### src/rtl/core/fcv_pkg.sv
// Package with the shared types and constants of the frame checksum validator.
package fcv_pkg;

  localparam int unsigned ByteW = 8;
  localparam int unsigned LenW  = 16;

  // Frame parsing phases, in the order in which the bytes of a frame arrive.
  typedef enum logic [2:0] {
    PH_IDLE   = 3'd0,
    PH_SYNC2  = 3'd1,
    PH_TYPE   = 3'd2,
    PH_SUBID  = 3'd3,
    PH_LENLO  = 3'd4,
    PH_LENHI  = 3'd5,
    PH_BODY   = 3'd6,
    PH_CHECK2 = 3'd7
  } phase_e;

  typedef struct packed {
    logic [ByteW-1:0] data_byte;
    logic             frame_start;
  } item_t;

  typedef struct packed {
    logic [ByteW-1:0] message_type;
    logic             checksum_ok;
  } result_t;

endpackage

### src/rtl/core/fcv_ifs.sv
// Valid/ready channel interfaces for the byte input and the result output.
interface fcv_in_if;
  logic                     valid;
  logic                     ready;
  logic [fcv_pkg::ByteW-1:0] data_byte;
  logic                     frame_start;

  modport source (output valid, output data_byte, output frame_start, input ready);
  modport sink   (input valid, input data_byte, input frame_start, output ready);
endinterface

interface fcv_out_if;
  logic                     valid;
  logic                     ready;
  logic [fcv_pkg::ByteW-1:0] message_type;
  logic                     checksum_ok;

  modport source (output valid, output message_type, output checksum_ok, input ready);
  modport sink   (input valid, input message_type, input checksum_ok, output ready);
endinterface

### src/rtl/core/fcv_in_stage.sv
// Input register stage that captures one received byte transaction.
module fcv_in_stage (
  input  logic           clk_i,
  input  logic           rst_ni,
  fcv_in_if.sink         in_i,
  input  logic           advance_i,
  output logic           valid_o,
  output fcv_pkg::item_t item_o
);
  import fcv_pkg::*;

  logic  valid_q, valid_d;
  item_t item_q;
  logic  take;

  // The stage refills in the same cycle as its content moves on.
  assign in_i.ready = !valid_q || advance_i;
  assign take       = in_i.valid && in_i.ready;

  always_comb begin
    valid_d = valid_q;
    if (take) begin
      valid_d = 1'b1;
    end else if (advance_i) begin
      valid_d = 1'b0;
    end
  end

  always_ff @(posedge clk_i or negedge rst_ni) begin
    if (!rst_ni) begin
      valid_q <= 1'b0;
    end else begin
      valid_q <= valid_d;
    end
  end

  always_ff @(posedge clk_i) begin
    if (take) begin
      item_q.data_byte   <= in_i.data_byte;
      item_q.frame_start <= in_i.frame_start;
    end
  end

  assign valid_o = valid_q;
  assign item_o  = item_q;

endmodule

### src/rtl/core/fcv_parser.sv
// Frame parser holding the phase, length count, type byte and running sums.
module fcv_parser (
  input  logic             clk_i,
  input  logic             rst_ni,
  input  logic             step_i,
  input  fcv_pkg::item_t   item_i,
  output logic             res_valid_o,
  output fcv_pkg::result_t result_o
);
  import fcv_pkg::*;

  phase_e            phase_q, phase_d;
  logic [LenW-1:0]   remaining_q, remaining_d;
  logic [ByteW-1:0]  len_lo_q, len_lo_d;
  logic [ByteW-1:0]  type_q, type_d;
  logic [ByteW-1:0]  sum_a_q, sum_a_d;
  logic [ByteW-1:0]  sum_b_q, sum_b_d;
  logic              match1_q, match1_d;
  logic [ByteW-1:0]  sum_a_add;
  logic              body_done;
  logic              ok;

  assign sum_a_add = sum_a_q + item_i.data_byte;
  assign body_done = (remaining_q == '0);

  // Next phase.
  always_comb begin
    phase_d = phase_q;
    if (item_i.frame_start) begin
      phase_d = PH_SYNC2;
    end else begin
      case (phase_q)
        PH_IDLE:   phase_d = PH_IDLE;
        PH_SYNC2:  phase_d = PH_TYPE;
        PH_TYPE:   phase_d = PH_SUBID;
        PH_SUBID:  phase_d = PH_LENLO;
        PH_LENLO:  phase_d = PH_LENHI;
        PH_LENHI:  phase_d = PH_BODY;
        PH_BODY:   phase_d = body_done ? PH_CHECK2 : PH_BODY;
        PH_CHECK2: phase_d = PH_IDLE;
        default:   phase_d = PH_IDLE;
      endcase
    end
  end

  // Data registers and the result.
  always_comb begin
    remaining_d = remaining_q;
    len_lo_d    = len_lo_q;
    type_d      = type_q;
    sum_a_d     = sum_a_q;
    sum_b_d     = sum_b_q;
    match1_d    = match1_q;
    res_valid_o = 1'b0;
    ok          = match1_q && (item_i.data_byte == sum_b_q);
    result_o.message_type = ok ? type_q : '0;
    result_o.checksum_ok  = ok;
    if (item_i.frame_start) begin
      remaining_d = '0;
      len_lo_d    = '0;
      type_d      = '0;
      sum_a_d     = '0;
      sum_b_d     = '0;
      match1_d    = 1'b0;
    end else begin
      case (phase_q)
        PH_TYPE:  type_d   = item_i.data_byte;
        PH_LENLO: len_lo_d = item_i.data_byte;
        PH_LENHI: remaining_d = {item_i.data_byte, len_lo_q};
        PH_BODY: begin
          if (!body_done) begin
            sum_a_d     = sum_a_add;
            sum_b_d     = sum_b_q + sum_a_add;
            remaining_d = remaining_q - 1'b1;
          end else begin
            match1_d = (item_i.data_byte == sum_a_q);
          end
        end
        PH_CHECK2: res_valid_o = 1'b1;
        default: ;
      endcase
    end
  end

  always_ff @(posedge clk_i or negedge rst_ni) begin
    if (!rst_ni) begin
      phase_q     <= PH_IDLE;
      remaining_q <= '0;
      len_lo_q    <= '0;
      type_q      <= '0;
      sum_a_q     <= '0;
      sum_b_q     <= '0;
      match1_q    <= 1'b0;
    end else if (step_i) begin
      phase_q     <= phase_d;
      remaining_q <= remaining_d;
      len_lo_q    <= len_lo_d;
      type_q      <= type_d;
      sum_a_q     <= sum_a_d;
      sum_b_q     <= sum_b_d;
      match1_q    <= match1_d;
    end
  end

endmodule

### src/rtl/core/fcv_out_stage.sv
// Result register that holds a finished result until it is taken.
module fcv_out_stage (
  input  logic             clk_i,
  input  logic             rst_ni,
  input  logic             load_i,
  input  fcv_pkg::result_t result_i,
  output logic             free_o,
  fcv_out_if.source        out_o
);
  import fcv_pkg::*;

  logic    valid_q, valid_d;
  result_t res_q;

  assign free_o = !valid_q || out_o.ready;

  always_comb begin
    valid_d = valid_q;
    if (load_i) begin
      valid_d = 1'b1;
    end else if (out_o.ready) begin
      valid_d = 1'b0;
    end
  end

  always_ff @(posedge clk_i or negedge rst_ni) begin
    if (!rst_ni) begin
      valid_q <= 1'b0;
    end else begin
      valid_q <= valid_d;
    end
  end

  always_ff @(posedge clk_i) begin
    if (load_i) begin
      res_q <= result_i;
    end
  end

  assign out_o.valid        = valid_q;
  assign out_o.message_type = res_q.message_type;
  assign out_o.checksum_ok  = res_q.checksum_ok;

endmodule

### src/rtl/core/frame_checksum_validator_unit.sv
// Top level of the frame checksum validator.
//
//   channel  dir  handshake      payload
//   in_i     in   valid / ready  data_byte[7:0], frame_start
//   out_o    out  valid / ready  message_type[7:0], checksum_ok
//
// One byte transaction is accepted in every cycle while the result side keeps up.
// After its second check byte is accepted, that byte waits in the input register and
// the result it produces then waits in the result register, from which it leaves.
// Reset clears the parse state to idle and empties both registers.
// A stall on out_o holds only a byte that would produce a result; other bytes
// keep flowing past a waiting result.
module frame_checksum_validator_unit (
  input  logic    clk_i,
  input  logic    rst_ni,
  fcv_in_if.sink  in_i,
  fcv_out_if.source out_o
);
  import fcv_pkg::*;

  logic    stage_valid;
  item_t   stage_item;
  logic    res_want;
  result_t res;
  logic    out_free;
  logic    advance;

  // The byte in the input register moves on unless it ends a frame and the
  // result register is still occupied.
  assign advance = stage_valid && (!res_want || out_free);

  fcv_in_stage u_in (
    .clk_i     (clk_i),
    .rst_ni    (rst_ni),
    .in_i      (in_i),
    .advance_i (advance),
    .valid_o   (stage_valid),
    .item_o    (stage_item)
  );

  fcv_parser u_parser (
    .clk_i       (clk_i),
    .rst_ni      (rst_ni),
    .step_i      (advance),
    .item_i      (stage_item),
    .res_valid_o (res_want),
    .result_o    (res)
  );

  fcv_out_stage u_out (
    .clk_i    (clk_i),
    .rst_ni   (rst_ni),
    .load_i   (advance && res_want),
    .result_i (res),
    .free_o   (out_free),
    .out_o    (out_o)
  );

`ifndef SYNTH
  // Back-pressure on the input only ever comes from a full input register.
  a_ready_when_empty: assert property (@(posedge clk_i) disable iff (!rst_ni)
    !stage_valid |-> in_i.ready)
    else $error("input stalled while input register empty");

  // A result that is produced appears at the output in the next cycle.
  a_result_shown: assert property (@(posedge clk_i) disable iff (!rst_ni)
    (advance && res_want) |=> out_o.valid)
    else $error("produced result not presented");

  // A failed check always reports type zero.
  a_fail_type_zero: assert property (@(posedge clk_i) disable iff (!rst_ni)
    (out_o.valid && !out_o.checksum_ok) |-> (out_o.message_type == '0))
    else $error("failed check with non-zero type");

  // A held result is never overwritten before it is taken.
  a_no_overwrite: assert property (@(posedge clk_i) disable iff (!rst_ni)
    (out_o.valid && !out_o.ready) |-> !(advance && res_want))
    else $error("result overwritten while stalled");
`endif

endmodule

### src/flat_wrapper.sv
// flat-port wrapper written by rule: the top's interface ports become plain ports
module frame_checksum_validator_unit_flat import fcv_pkg::*;
  (clk_i, rst_ni, in_i_valid, in_i_data_byte, in_i_frame_start, in_i_ready, out_o_valid, out_o_message_type, out_o_checksum_ok, out_o_ready);
  fcv_in_if in_i_i ();
  fcv_out_if out_o_i ();
  input  logic clk_i;
  input  logic rst_ni;
  input wire logic [$bits(in_i_i.valid)-1:0] in_i_valid;
  input wire logic [$bits(in_i_i.data_byte)-1:0] in_i_data_byte;
  input wire logic [$bits(in_i_i.frame_start)-1:0] in_i_frame_start;
  output wire logic [$bits(in_i_i.ready)-1:0] in_i_ready;
  output wire logic [$bits(out_o_i.valid)-1:0] out_o_valid;
  output wire logic [$bits(out_o_i.message_type)-1:0] out_o_message_type;
  output wire logic [$bits(out_o_i.checksum_ok)-1:0] out_o_checksum_ok;
  input wire logic [$bits(out_o_i.ready)-1:0] out_o_ready;
  assign in_i_i.valid = in_i_valid;
  assign in_i_i.data_byte = in_i_data_byte;
  assign in_i_i.frame_start = in_i_frame_start;
  assign in_i_ready = in_i_i.ready;
  assign out_o_valid = out_o_i.valid;
  assign out_o_message_type = out_o_i.message_type;
  assign out_o_checksum_ok = out_o_i.checksum_ok;
  assign out_o_i.ready = out_o_ready;
  frame_checksum_validator_unit u_core (.clk_i(clk_i), .rst_ni(rst_ni), .in_i(in_i_i), .out_o(out_o_i));
endmodule
### config.mk
export PLATFORM = sky130hd
export DESIGN_NAME = frame_checksum_validator_unit_flat
export DESIGN_NICKNAME = d
export VERILOG_FILES = /design/src/rtl/core/fcv_pkg.sv /design/src/rtl/core/fcv_ifs.sv /design/src/rtl/core/fcv_in_stage.sv /design/src/rtl/core/fcv_parser.sv /design/src/rtl/core/fcv_out_stage.sv /design/src/rtl/core/frame_checksum_validator_unit.sv /design/src/flat_wrapper.sv
export SDC_FILE = /design/constraint.sdc
export NUM_CORES = 1
export LEC_CHECK = 0
export ABC_AREA = 1
export BUFFER_PORTS_ARGS = -buffer_cell sky130_fd_sc_hd__buf_2
export CAP_MARGIN = 20
export CORE_UTILIZATION = 30
export CTS_CLUSTER_DIAMETER = 40
export DETAILED_ROUTE_END_ITERATION = 10
export PLACE_DENSITY = 0.51
export SLEW_MARGIN = 0
export SYNTH_ARGS = -nofsm -noshare
export SYNTH_HDL_FRONTEND = slang
export SYNTH_SLANG_ARGS = --single-unit
### constraint.sdc
create_clock -name clk_i -period 5.2 [get_ports clk_i]
set_input_delay 0.26 -clock clk_i [delete_from_list [all_inputs] [get_ports clk_i]]
set_output_delay 0.26 -clock clk_i [all_outputs]
set_load 0.02 [all_outputs]
==> results_dict.tcl, run 1 <==
set metrics [dict create \
    slew_violations 0 \
    firstDrtPassIters 4 \
    p_leak_nw 2.25 \
    path_depth 15 \
    post_route_cells_drive_above_1_share_pct 14.9 \
    clock_sinks 72 \
    grt_pass1_vias 3338 \
    yosys.area_share.simple_pct 26.8 \
    finalSetupViolations 0 \
    clock_power_share_pct 39.3 \
    cpPeakStageDelay_ns 0.49 \
    path_clk_slew_ns 0.06 \
    synth_top_family_by_area "simple AND/OR/NAND/NOR gates" \
    yosysMostFrequentCell "nand2_1" \
    path_buf_inv 2 \
    crit_required_ns 5.47 \
    fmax_ghz 0.356 \
    rsz0062_at_grt "no" \
    ys_top_cells_by_area "dfrtp_1 33%, edfxtp_1 13%, nand2_1 13%" \
    dr.first_iter.drc_count 139 \
    relSlewSlack_pct 50.5 \
    floorplan.initialDensity_pct 31.0 \
    crit_family "adder cells" \
    min_path_type "in -> async" \
    seqPwrFrac_pct 44.5 \
    areaGrowthSynthToFinish_pct 13.2 \
    fin_crit_sh_pct 54.0 \
    ys_async_sr_fraction_pct 75.0 \
    ys_ff_latch 72 \
    synth_compound_area_share_pct 11.2 \
    grt_pass1_wl_um 16500 \
    diodes 0 \
    syn-cell-area_um2 4120 \
    cts.path.max_buffers 2 \
    die_h_um 119 \
    synthMuxAreaShare_pct 0 \
    placementRows 42 \
    routed_wl_um 9810 \
    pin_count 24 \
    utilization_pct 35.1 \
    synthesis.nets 535 \
    tns_ns 0 \
    synth_common_cells "141 x nand2_1, 59 x inv_1, 54 x dfrtp_1" \
    grt_overflow 0 \
    fin_nets 561 \
    pwr-share-comb_pct 16.2 \
    cts-root-buf "clkbuf_16" \
    core-area_um2 13300 \
    cts_tree "done" \
    powerDensity_nw_per_um2 310 \
    synth_cell_types 40 \
    routedWlPerCell_um 13.8 \
    ys.flop_type "dfrtp_1" \
    dp_cells 695 \
    remaining_drc_errors 0 \
    crit_top_cell "nand2_1" \
    critPathKind "reg -> reg" \
    crit_chain "ha_1 -> fa_1 -> nand3_1 -> nand2_1 -> or2_2 -> nand2_1 -> inv_1 -> ha_1 -> a21oi_1 -> o21ai_0 -> a21oi_1 -> inv_1 -> nand3_1 -> nand3_2 -> nand2_1" \
    die_area_um2 14200 \
    startpoint_type "register" \
    syn_avg_cell_area_um2 8.16 \
    fin_cells 712 \
    synthXorXnorAreaFrac_pct 2.55 \
    vdd_drop_max_mv 0.145 \
    dpl.hpwl_um 7170 \
    ant_nets 0 \
    yosys_warnings 0 \
    cts.repair.resized 0 \
    switching_share_pct 29.9 \
    die_w_um 119 \
    synth_top_area_share_pct 32.8 \
    p_int_w 0.00101 \
    rr_worst_depth 15 \
    htree_levels 3 \
    io_buffers 23 \
    tightest_slew_ns 0.742 \
    worstPathArrival_ns 3.08 \
    skew_ns 0.00567 \
    endpoint_kind "register" \
    status "finished, final reports clean" \
    avgViaCountPerCell 4.69 \
    fin_crit_ns 2.81 \
    place.gp.congestion 0.851 \
    grt_max_degree 55 \
    crit_fanout 6 \
    synth_adder_area_share_pct 5.53 \
    finalHoldViolCount 0 \
    antenna_found_initial 0 \
    ys_seq_area_share_pct 45.9 \
    grt_use_total_pct 15.0 \
    drv_cap 0 \
    postCtsSetupRepairBufs 0 \
    numCtsBuffers 9 \
    vias 3338 \
    power_switching_w 0.000433 \
    netlist_instances 505 \
    crit_path_top_delay_cell "edfxtp_1" \
    synth_edf_count 18 \
    cts_hold_buf 0 \
    yosys.area.top_type "dfrtp_1" \
    insertion_delay_ns 0.33 \
]
[power by group through the flow]
stage / logic [W] / registers [W] / clock network, W
3_3_place_gp: 0.000231 / 0.000653 / 0
3_5_place_dp: 0.000234 / 0.000654 / 0
5_1_grt: 0.000267 / 0.000648 / 0.000607
2_1_floorplan: 0.000181 / 0.000644 / 0
4_1_cts: 0.000236 / 0.000644 / 0.000587
6_report: 0.000234 / 0.000644 / 0.000569
[cells by family after synthesis]
| kind of cell | count (synthesis) |
|---|---|
| simple gates | 247 |
| xor+xnor | 12 |
| flops | 72 |
| compound gates | 81 |
| buf+inv | 76 |
| fa+ha+maj | 17 |
[cell usage in the layout (no fill, tap or decap), types with 3 or more instances in the layout]
cell       instances
nor2_4             3
edfxtp_1          18
nand2_1          141
o22ai_1            3
buf_2             23
nand2_2            4
clkinv_2           3
dfrtp_1           54
nand3_1           33
nor2_1            43
ha_1              15
o21ai_2            8
xnor2_1            5
inv_2              4
clkbuf_16          9
o21ai_0           40
a21oi_1           19
or2_2              5
nand3_2            5
nand4_1            3
xor2_1             7
inv_1             59
[flip-flops by register name, summed over array words and instances, names as in the netlist]
name	flops
u_core.u_in.item_o	9
u_core.u_parser.type_q	8
u_core.u_parser.sum_b_q	8
u_core.u_parser.sum_a_q	8
u_core.u_out.out_o.valid	1
u_core.u_parser.remaining_q	16
u_core.u_parser.phase_q	3
u_core.u_parser.match1_q	1
u_core.u_out.out_o.checksum_ok	1
u_core.u_out.out_o.message_type	8
u_core.u_parser.len_lo_q	8
u_core.u_in.valid_o	1
[routing by layer]
| layer | global-route usage (%) | vias to the layer above | routed length (um) |
|---|---|---|---|
| li1 | - | 1688 | - |
| met4 | 4.75 | 0 | 123 |
| met5 | 0 | - | 0 |
| met1 | 18.5 | 1591 | 4450 |
| met3 | 2.87 | 10 | 270 |
| met2 | 26.2 | 49 | 4970 |
[worst register-to-register path, stage by stage (launching register included)]
cell,delay (ns)
edfxtp_1,0.49
ha_1,0.26
fa_1,0.40
nand3_1,0.09
nand2_1,0.07
or2_2,0.27
nand2_1,0.06
inv_1,0.05
ha_1,0.34
a21oi_1,0.18
o21ai_0,0.09
a21oi_1,0.17
inv_1,0.06
nand3_1,0.09
nand3_2,0.07
nand2_1,0.07
[stage by stage]
stage | power, W | area, um^2 | setup WS (ns) | hold slack, ns
after detailed placement | 0.000888 | 4390 | 2.42 | 0.439
after global routing | 0.00152 | 4670 | 2.13 | 0.0888
after floorplan | 0.000825 | 4120 | 2.68 | -0.0356
after global placement | 0.000885 | 4390 | 2.49 | 0.437
final | 0.00145 | 4670 | 2.39 | 0.0668
after CTS | 0.00147 | 4660 | 2.41 | 0.0867
[path summary, 6_finish.rpt]
path / startpoint / endpoint / slack, ns
hold reg to reg: u_core.u_parser.len_lo_q[1]$_DFFE_PN0P_ / u_core.u_parser.len_lo_q[1]$_DFFE_PN0P_ / 0.48
setup reg to reg: u_core.u_in.item_o[1]$_DFFE_PP_ / u_core.u_parser.sum_b_q[7]$_DFFE_PN0P_ / 2.39
setup / recovery: u_core.u_in.item_o[1]$_DFFE_PP_ / u_core.u_parser.sum_b_q[7]$_DFFE_PN0P_ / 2.39
max in group asynchronous: rst_ni / u_core.u_parser.type_q[4]$_DFFE_PN0P_ / 4.64
hold / removal: rst_ni / u_core.u_parser.sum_b_q[6]$_DFFE_PN0P_ / 0.07
min in group clk_i: in_i_data_byte[7] / u_core.u_in.item_o[8]$_DFFE_PP_ / 0.10
[area by class of cell]
type	count	area, um^2
Clock buffer	9	225
Clock inverter	7	47.5
Tap cell	176	220
Timing Repair Buffer	25	130
Sequential cell	72	1890
Inverter	66	253
Fill cell	1425	8630
Multi-Input combinational cell	357	1900
Power figures use the tool's default switching activity.
==> run 2: changes to the inputs <==
==> constraint.sdc (replaced) <==
create_clock -name clk_i -period 2.7 [get_ports clk_i]
set_input_delay 0.135 -clock clk_i [delete_from_list [all_inputs] [get_ports clk_i]]
set_output_delay 0.135 -clock clk_i [all_outputs]
set_load 0.02 [all_outputs]
==> results_dict.tcl, run 2 (same netlist as run 1, synthesis figures left out) <==
set metrics [dict create \
    status "finished, final reports clean" \
    grt_use_total_pct 15.4 \
    endpoint "u_core.u_parser.sum_b_q[7]$_DFFE_PN0P_" \
    post-place-ws_ns 0.0490 \
    antenna_found_initial 0 \
    remaining_drc_errors 0 \
    min_path_type "in -> reg" \
    critPathKind "reg -> reg" \
    place.gp.congestion 0.843 \
    die_area_um2 14200 \
    relSlewSlack_pct 51.1 \
    post_route_cells_drive_above_1_share_pct 17.0 \
    final_cell_mix "141 x nand2_1, 59 x inv_1, 54 x dfrtp_1" \
    areaGrowthSynthToFinish_pct 19.4 \
    avgViaCountPerCell 4.65 \
    grt_max_degree 55 \
    layout_commonest_cell "nand2_1" \
    routed_wl_um 9910 \
    htree_levels 3 \
    die_w_um 119 \
    fin_total_pwr_w 0.00302 \
    rrSetupSlack_ns 0.13 \
    r2r-start "u_core.u_in.item_o[1]$_DFFE_PP_" \
    io_buffers 23 \
    finalSetupViolations 0 \
    insertion_delay_ns 0.34 \
    path_clk_slew_ns 0.06 \
    critPathLaunch "u_core.u_in.item_o[1]$_DFFE_PP_" \
    p_leak_nw 2.35 \
    whs_ns 0.0162 \
    fin_cells 730 \
    rr_endpoint "u_core.u_parser.sum_b_q[7]$_DFFE_PN0P_" \
    crit_fanout 6 \
    crit_required_ns 2.93 \
    dpl.hpwl_um 7270 \
    die_h_um 119 \
    vdd_drop_max_mv 0.268 \
    powerDensity_nw_per_um2 615 \
    fin_crit_ns 2.57 \
    largest_reg_flops 16 \
    vias 3397 \
    dp_cells 701 \
    timing.final.ws_setup_ns 0.131 \
    grt_pass1_vias 3425 \
    pin_count 24 \
    fin_crit_sh_pct 95.1 \
    skew_ns 0.00744 \
    clock_sinks 72 \
    fmax_ghz 0.389 \
    regMostFlops "u_core.u_parser.remaining_q" \
    drv_cap 0 \
    startpoint_type "register" \
    routedWlPerCell_um 13.6 \
    placementRows 42 \
    worstPathArrival_ns 2.79 \
    fin_nets 579 \
    grt_overflow 0 \
    tightest_slew_ns 0.734 \
    tns_ns 0 \
    floorplan.initialDensity_pct 31.0 \
    dr.first_iter.drc_count 165 \
    cts-root-buf "clkbuf_16" \
    rr_worst_depth 15 \
    core-area_um2 13300 \
    slew_violations 0 \
    cts_tree "done" \
    rsz0062_at_grt "no" \
    endpoint_kind "register" \
    grt_pass1_wl_um 17000 \
    ant_nets 0 \
    firstDrtPassIters 4 \
    numCtsBuffers 9 \
    finalHoldViolCount 0 \
    diodes 0 \
    cts.path.max_buffers 2 \
]
[run 2: critical path, cell delays in order (launching register included)]
cell and delay [ns]:
edfxtp_1 0.40, ha_2 0.22, fa_2 0.37, nand3_1 0.08, nand2_1 0.06, or2_2 0.27, nand2_1 0.06, inv_1 0.05
ha_2 0.36, a21oi_1 0.07, o21ai_0 0.16, a21oi_1 0.08, inv_1 0.06, nand3_1 0.09, nand3_2 0.08, nand2_1 0.04
[run 2: layout make-up]
class	count	area, um^2
timing repair buffer	43	290
sequential	72	1890
inverter	66	253
clock buffer	9	225
fill	1400	8370
tap	176	220
clock inverter	7	103
multi-input combinational	357	1940
[run 2: worst min path at each step]
stage | end | cells past startpoint | start | slack, ns
6_report | u_core.u_in.valid_o$_DFFE_PN0P_ | 3 | in_i_valid | 0.02
5_1_grt | u_core.u_in.valid_o$_DFFE_PN0P_ | 3 | in_i_valid | 0.04
4_1_cts | u_core.u_in.valid_o$_DFFE_PN0P_ | 3 | in_i_valid | 0.006
3_5_place_dp | u_core.u_in.item_o[6]$_DFFE_PP_ | 1 | in_i_data_byte[5] | 0.31
3_3_place_gp | u_core.u_in.item_o[5]$_DFFE_PP_ | 1 | in_i_data_byte[4] | 0.31
2_1_floorplan | u_core.u_in.valid_o$_DFFE_PN0P_ | 0 | rst_ni | -0.16
[run 2: per-stage QoR]
step | instance area, um^2 | utilization (%)
6_report | 4920 | 37.0
5_1_grt | 4920 | 37.0
4_1_cts | 4860 | 36.5
3_5_place_dp | 4430 | 33.3
3_3_place_gp | 4430 | 33.3
2_1_floorplan | 4120 | -
[run 2: repair_timing]
item                                    in CTS  in global routing
hold buffers                                10                  0
resized for setup                            0                  8
hold endpoints to repair                    63                  0
endpoints found under the setup margin       0                  3
buffers inserted                             0                  3
[run 2: routing by layer]
layer	track usage, %	up-vias	routed length, um
met5	0	-	0
met4	6.49	0	212
met3	3.21	14	299
met1	19.8	1606	4650
met2	25.0	56	4750
li1	-	1721	-
[run 2: power breakdown]
| group | total, W | internal [W] | switching [W] |
|---|---|---|---|
| registers | 0.00124 | 0.00118 | 0.0000544 |
| clock network | 0.00131 | 0.000818 | 0.000489 |
| logic | 0.000482 | 0.000171 | 0.000310 |
| total | 0.00302 | 0.00217 | 0.000854 |
==> run 3: changes to the inputs <==
--- a/config.mk
+++ b/config.mk
@@ -8,10 +8,10 @@
 export ABC_AREA = 1
 export BUFFER_PORTS_ARGS = -buffer_cell sky130_fd_sc_hd__buf_2
 export CAP_MARGIN = 20
-export CORE_UTILIZATION = 30
+export CORE_UTILIZATION = 40
 export CTS_CLUSTER_DIAMETER = 40
 export DETAILED_ROUTE_END_ITERATION = 10
-export PLACE_DENSITY = 0.51
+export PLACE_DENSITY = 0.62
 export SLEW_MARGIN = 0
 export SYNTH_ARGS = -nofsm -noshare
 export SYNTH_HDL_FRONTEND = slang
==> results_dict.tcl, run 3 (same netlist as run 1, synthesis figures left out) <==
set metrics [dict create \
    post-place-ws_ns 0.0560 \
    placed_area_um2 4410 \
    avgViaCountPerCell 4.89 \
    crit_path_top_delay_cell "edfxtp_1" \
    placementRows 36 \
    crit_family "adder cells" \
    r2r-start "u_core.u_in.item_o[1]$_DFFE_PP_" \
    nFillCells 970 \
    powerDensity_nw_per_um2 577 \
    cts-root-buf "clkbuf_8" \
    die_w_um 103 \
    fin_nets 583 \
    p_int_w 0.00198 \
    rsz0062_at_grt "no" \
    cpPeakStageDelay_ns 0.41 \
    critPathKind "reg -> reg" \
    routedWlPerCell_um 13.4 \
    crit_chain "ha_2 -> fa_1 -> nand3_1 -> nand2_1 -> or2_2 -> nand2_1 -> inv_1 -> ha_2 -> nand2_1 -> nor2_2 -> a21oi_2 -> inv_1 -> nand3_1 -> nand3_2 -> nand2_1" \
    status "finished, final reports clean" \
    die_area_um2 10700 \
    routed_wl_um 9260 \
    dpl.hpwl_um 6830 \
    final_cell_area_um2 4820 \
    pin_count 24 \
    place.gp.congestion 0.884 \
    rrSetupSlack_ns 0.15 \
    clock_sinks 72 \
    vdd_drop_max_mv 0.278 \
    tns_ns 0 \
    switching_share_pct 28.8 \
    layout_commonest_cell "nand2_1" \
    regMostFlops "u_core.u_parser.remaining_q" \
    path_depth 15 \
    p_leak_nw 2.34 \
    path_buf_inv 2 \
    grt_overflow 0 \
    cts_tree "done" \
    largest_reg_flops 16 \
    skew_ns 0.0151 \
    seqPwrFrac_pct 44.2 \
    endpoint "u_core.u_parser.sum_b_q[7]$_DFFE_PN0P_" \
    grt_use_total_pct 19.4 \
    rr_endpoint "u_core.u_parser.sum_b_q[7]$_DFFE_PN0P_" \
    path_clk_slew_ns 0.08 \
    fin_crit_sh_pct 94.5 \
    tightest_slew_ns 0.434 \
    final_cell_mix "140 x nand2_1, 59 x inv_1, 54 x dfrtp_1" \
    power_switching_w 0.000800 \
    die_h_um 103 \
    grt_max_degree 31 \
    grt_pass1_vias 3204 \
    cts.path.max_buffers 2 \
    drv_cap 0 \
    relSlewSlack_pct 71.0 \
    fin_cells 691 \
    core-area_um2 9860 \
    remaining_drc_errors 0 \
    firstDrtPassIters 5 \
    finalHoldViolCount 0 \
    dp_cells 662 \
    finalSetupViolations 0 \
    antenna_found_initial 0 \
    worstPathArrival_ns 2.80 \
    post_route_cells_drive_above_1_share_pct 17.9 \
    clock_power_share_pct 38.4 \
    ant_nets 0 \
    floorplan.initialDensity_pct 41.8 \
    rr_worst_depth 15 \
    crit_top_cell "nand2_1" \
    dr.first_iter.drc_count 150 \
    crit_fanout 6 \
    insertion_delay_ns 0.36 \
    vias 3380 \
    crit_required_ns 2.95 \
    startpoint_type "register" \
    critPathLaunch "u_core.u_in.item_o[1]$_DFFE_PP_" \
    areaGrowthSynthToFinish_pct 16.9 \
    grt_pass1_wl_um 15600 \
    diodes 0 \
    fin_crit_ns 2.55 \
    io_buffers 23 \
    endpoint_kind "register" \
    pwr-share-comb_pct 17.4 \
    min_path_type "in -> reg" \
    slew_violations 0 \
    htree_levels 3 \
    numCtsBuffers 9 \
    timing.final.ws_setup_ns 0.149 \
    fmax_ghz 0.392 \
]
## run 3: area by class of cell
| class | instances | area, um^2 | area share, % |
|---|---|---|---|
| multi-input cells | 357 | 1940 | 40.2 |
| flip-flops and latches | 72 | 1890 | 39.3 |
| repair buffers | 47 | 323 | 6.70 |
| inverters | 66 | 253 | 5.25 |
| well taps | 133 | 166 | 3.45 |
| clock inverters | 7 | 125 | 2.60 |
| clock buffers | 9 | 124 | 2.57 |
## run 3: stage by stage
step	hold slack [ns]	util (%)	power [W]
finish	0.0475	48.8	0.00278
global route	0.0666	48.8	0.00292
CTS	0.0351	48.3	0.00280
detailed placement	0.156	44.7	0.00172
global placement	0.167	44.7	0.00171
floorplan	-0.161	-	0.00159
## run 3: worst reg2reg max path, cell delays in order, from the launching register on
cell	delay (ns)
edfxtp_1	0.41
ha_2	0.21
fa_1	0.39
nand3_1	0.08
nand2_1	0.07
or2_2	0.27
nand2_1	0.06
inv_1	0.05
ha_2	0.37
nand2_1	0.08
nor2_2	0.12
a21oi_2	0.07
inv_1	0.06
nand3_1	0.08
nand3_2	0.07
nand2_1	0.04
## run 3: worst min path at each step
stage	start	to	slack (ns)	depth (start not counted)
floorplan	rst_ni	u_core.u_in.valid_o$_DFFE_PN0P_	-0.16	0
global placement	rst_ni	u_core.u_parser.len_lo_q[3]$_DFFE_PN0P_	0.17	2
detailed placement	rst_ni	u_core.u_parser.len_lo_q[3]$_DFFE_PN0P_	0.16	2
CTS	out_o_ready	u_core.u_out.out_o.valid$_DFFE_PN0P_	0.04	4
global route	out_o_ready	u_core.u_out.out_o.valid$_DFFE_PN0P_	0.07	4
finish	out_o_ready	u_core.u_out.out_o.valid$_DFFE_PN0P_	0.05	4
## run 3: timing repair
action                     CTS  global route
hold endpoints to repair    64             0
hold buffers                11             0
resized for setup            0            11
setup buffers                0             2
setup endpoints to repair    0             1
## run 3: power groups by stage
stage	clock network, W	registers [W]	logic, W
5_1_grt	0.00113	0.00124	0.000551
3_5_place_dp	0	0.00125	0.000464
3_3_place_gp	0	0.00125	0.000457
2_1_floorplan	0	0.00124	0.000348
6_report	0.00107	0.00123	0.000483
4_1_cts	0.00109	0.00123	0.000479
## run 3: per-layer routing
layer	wire (um)	share of wire [%]	vias to the layer above	GRT usage, %
met5	0	0	-	0
met4	153	1.7	0	6.72
met3	260	2.8	14	4.23
met2	4480	48	47	31.6
met1	4370	47	1592	25.5
li1	-	-	1727	-
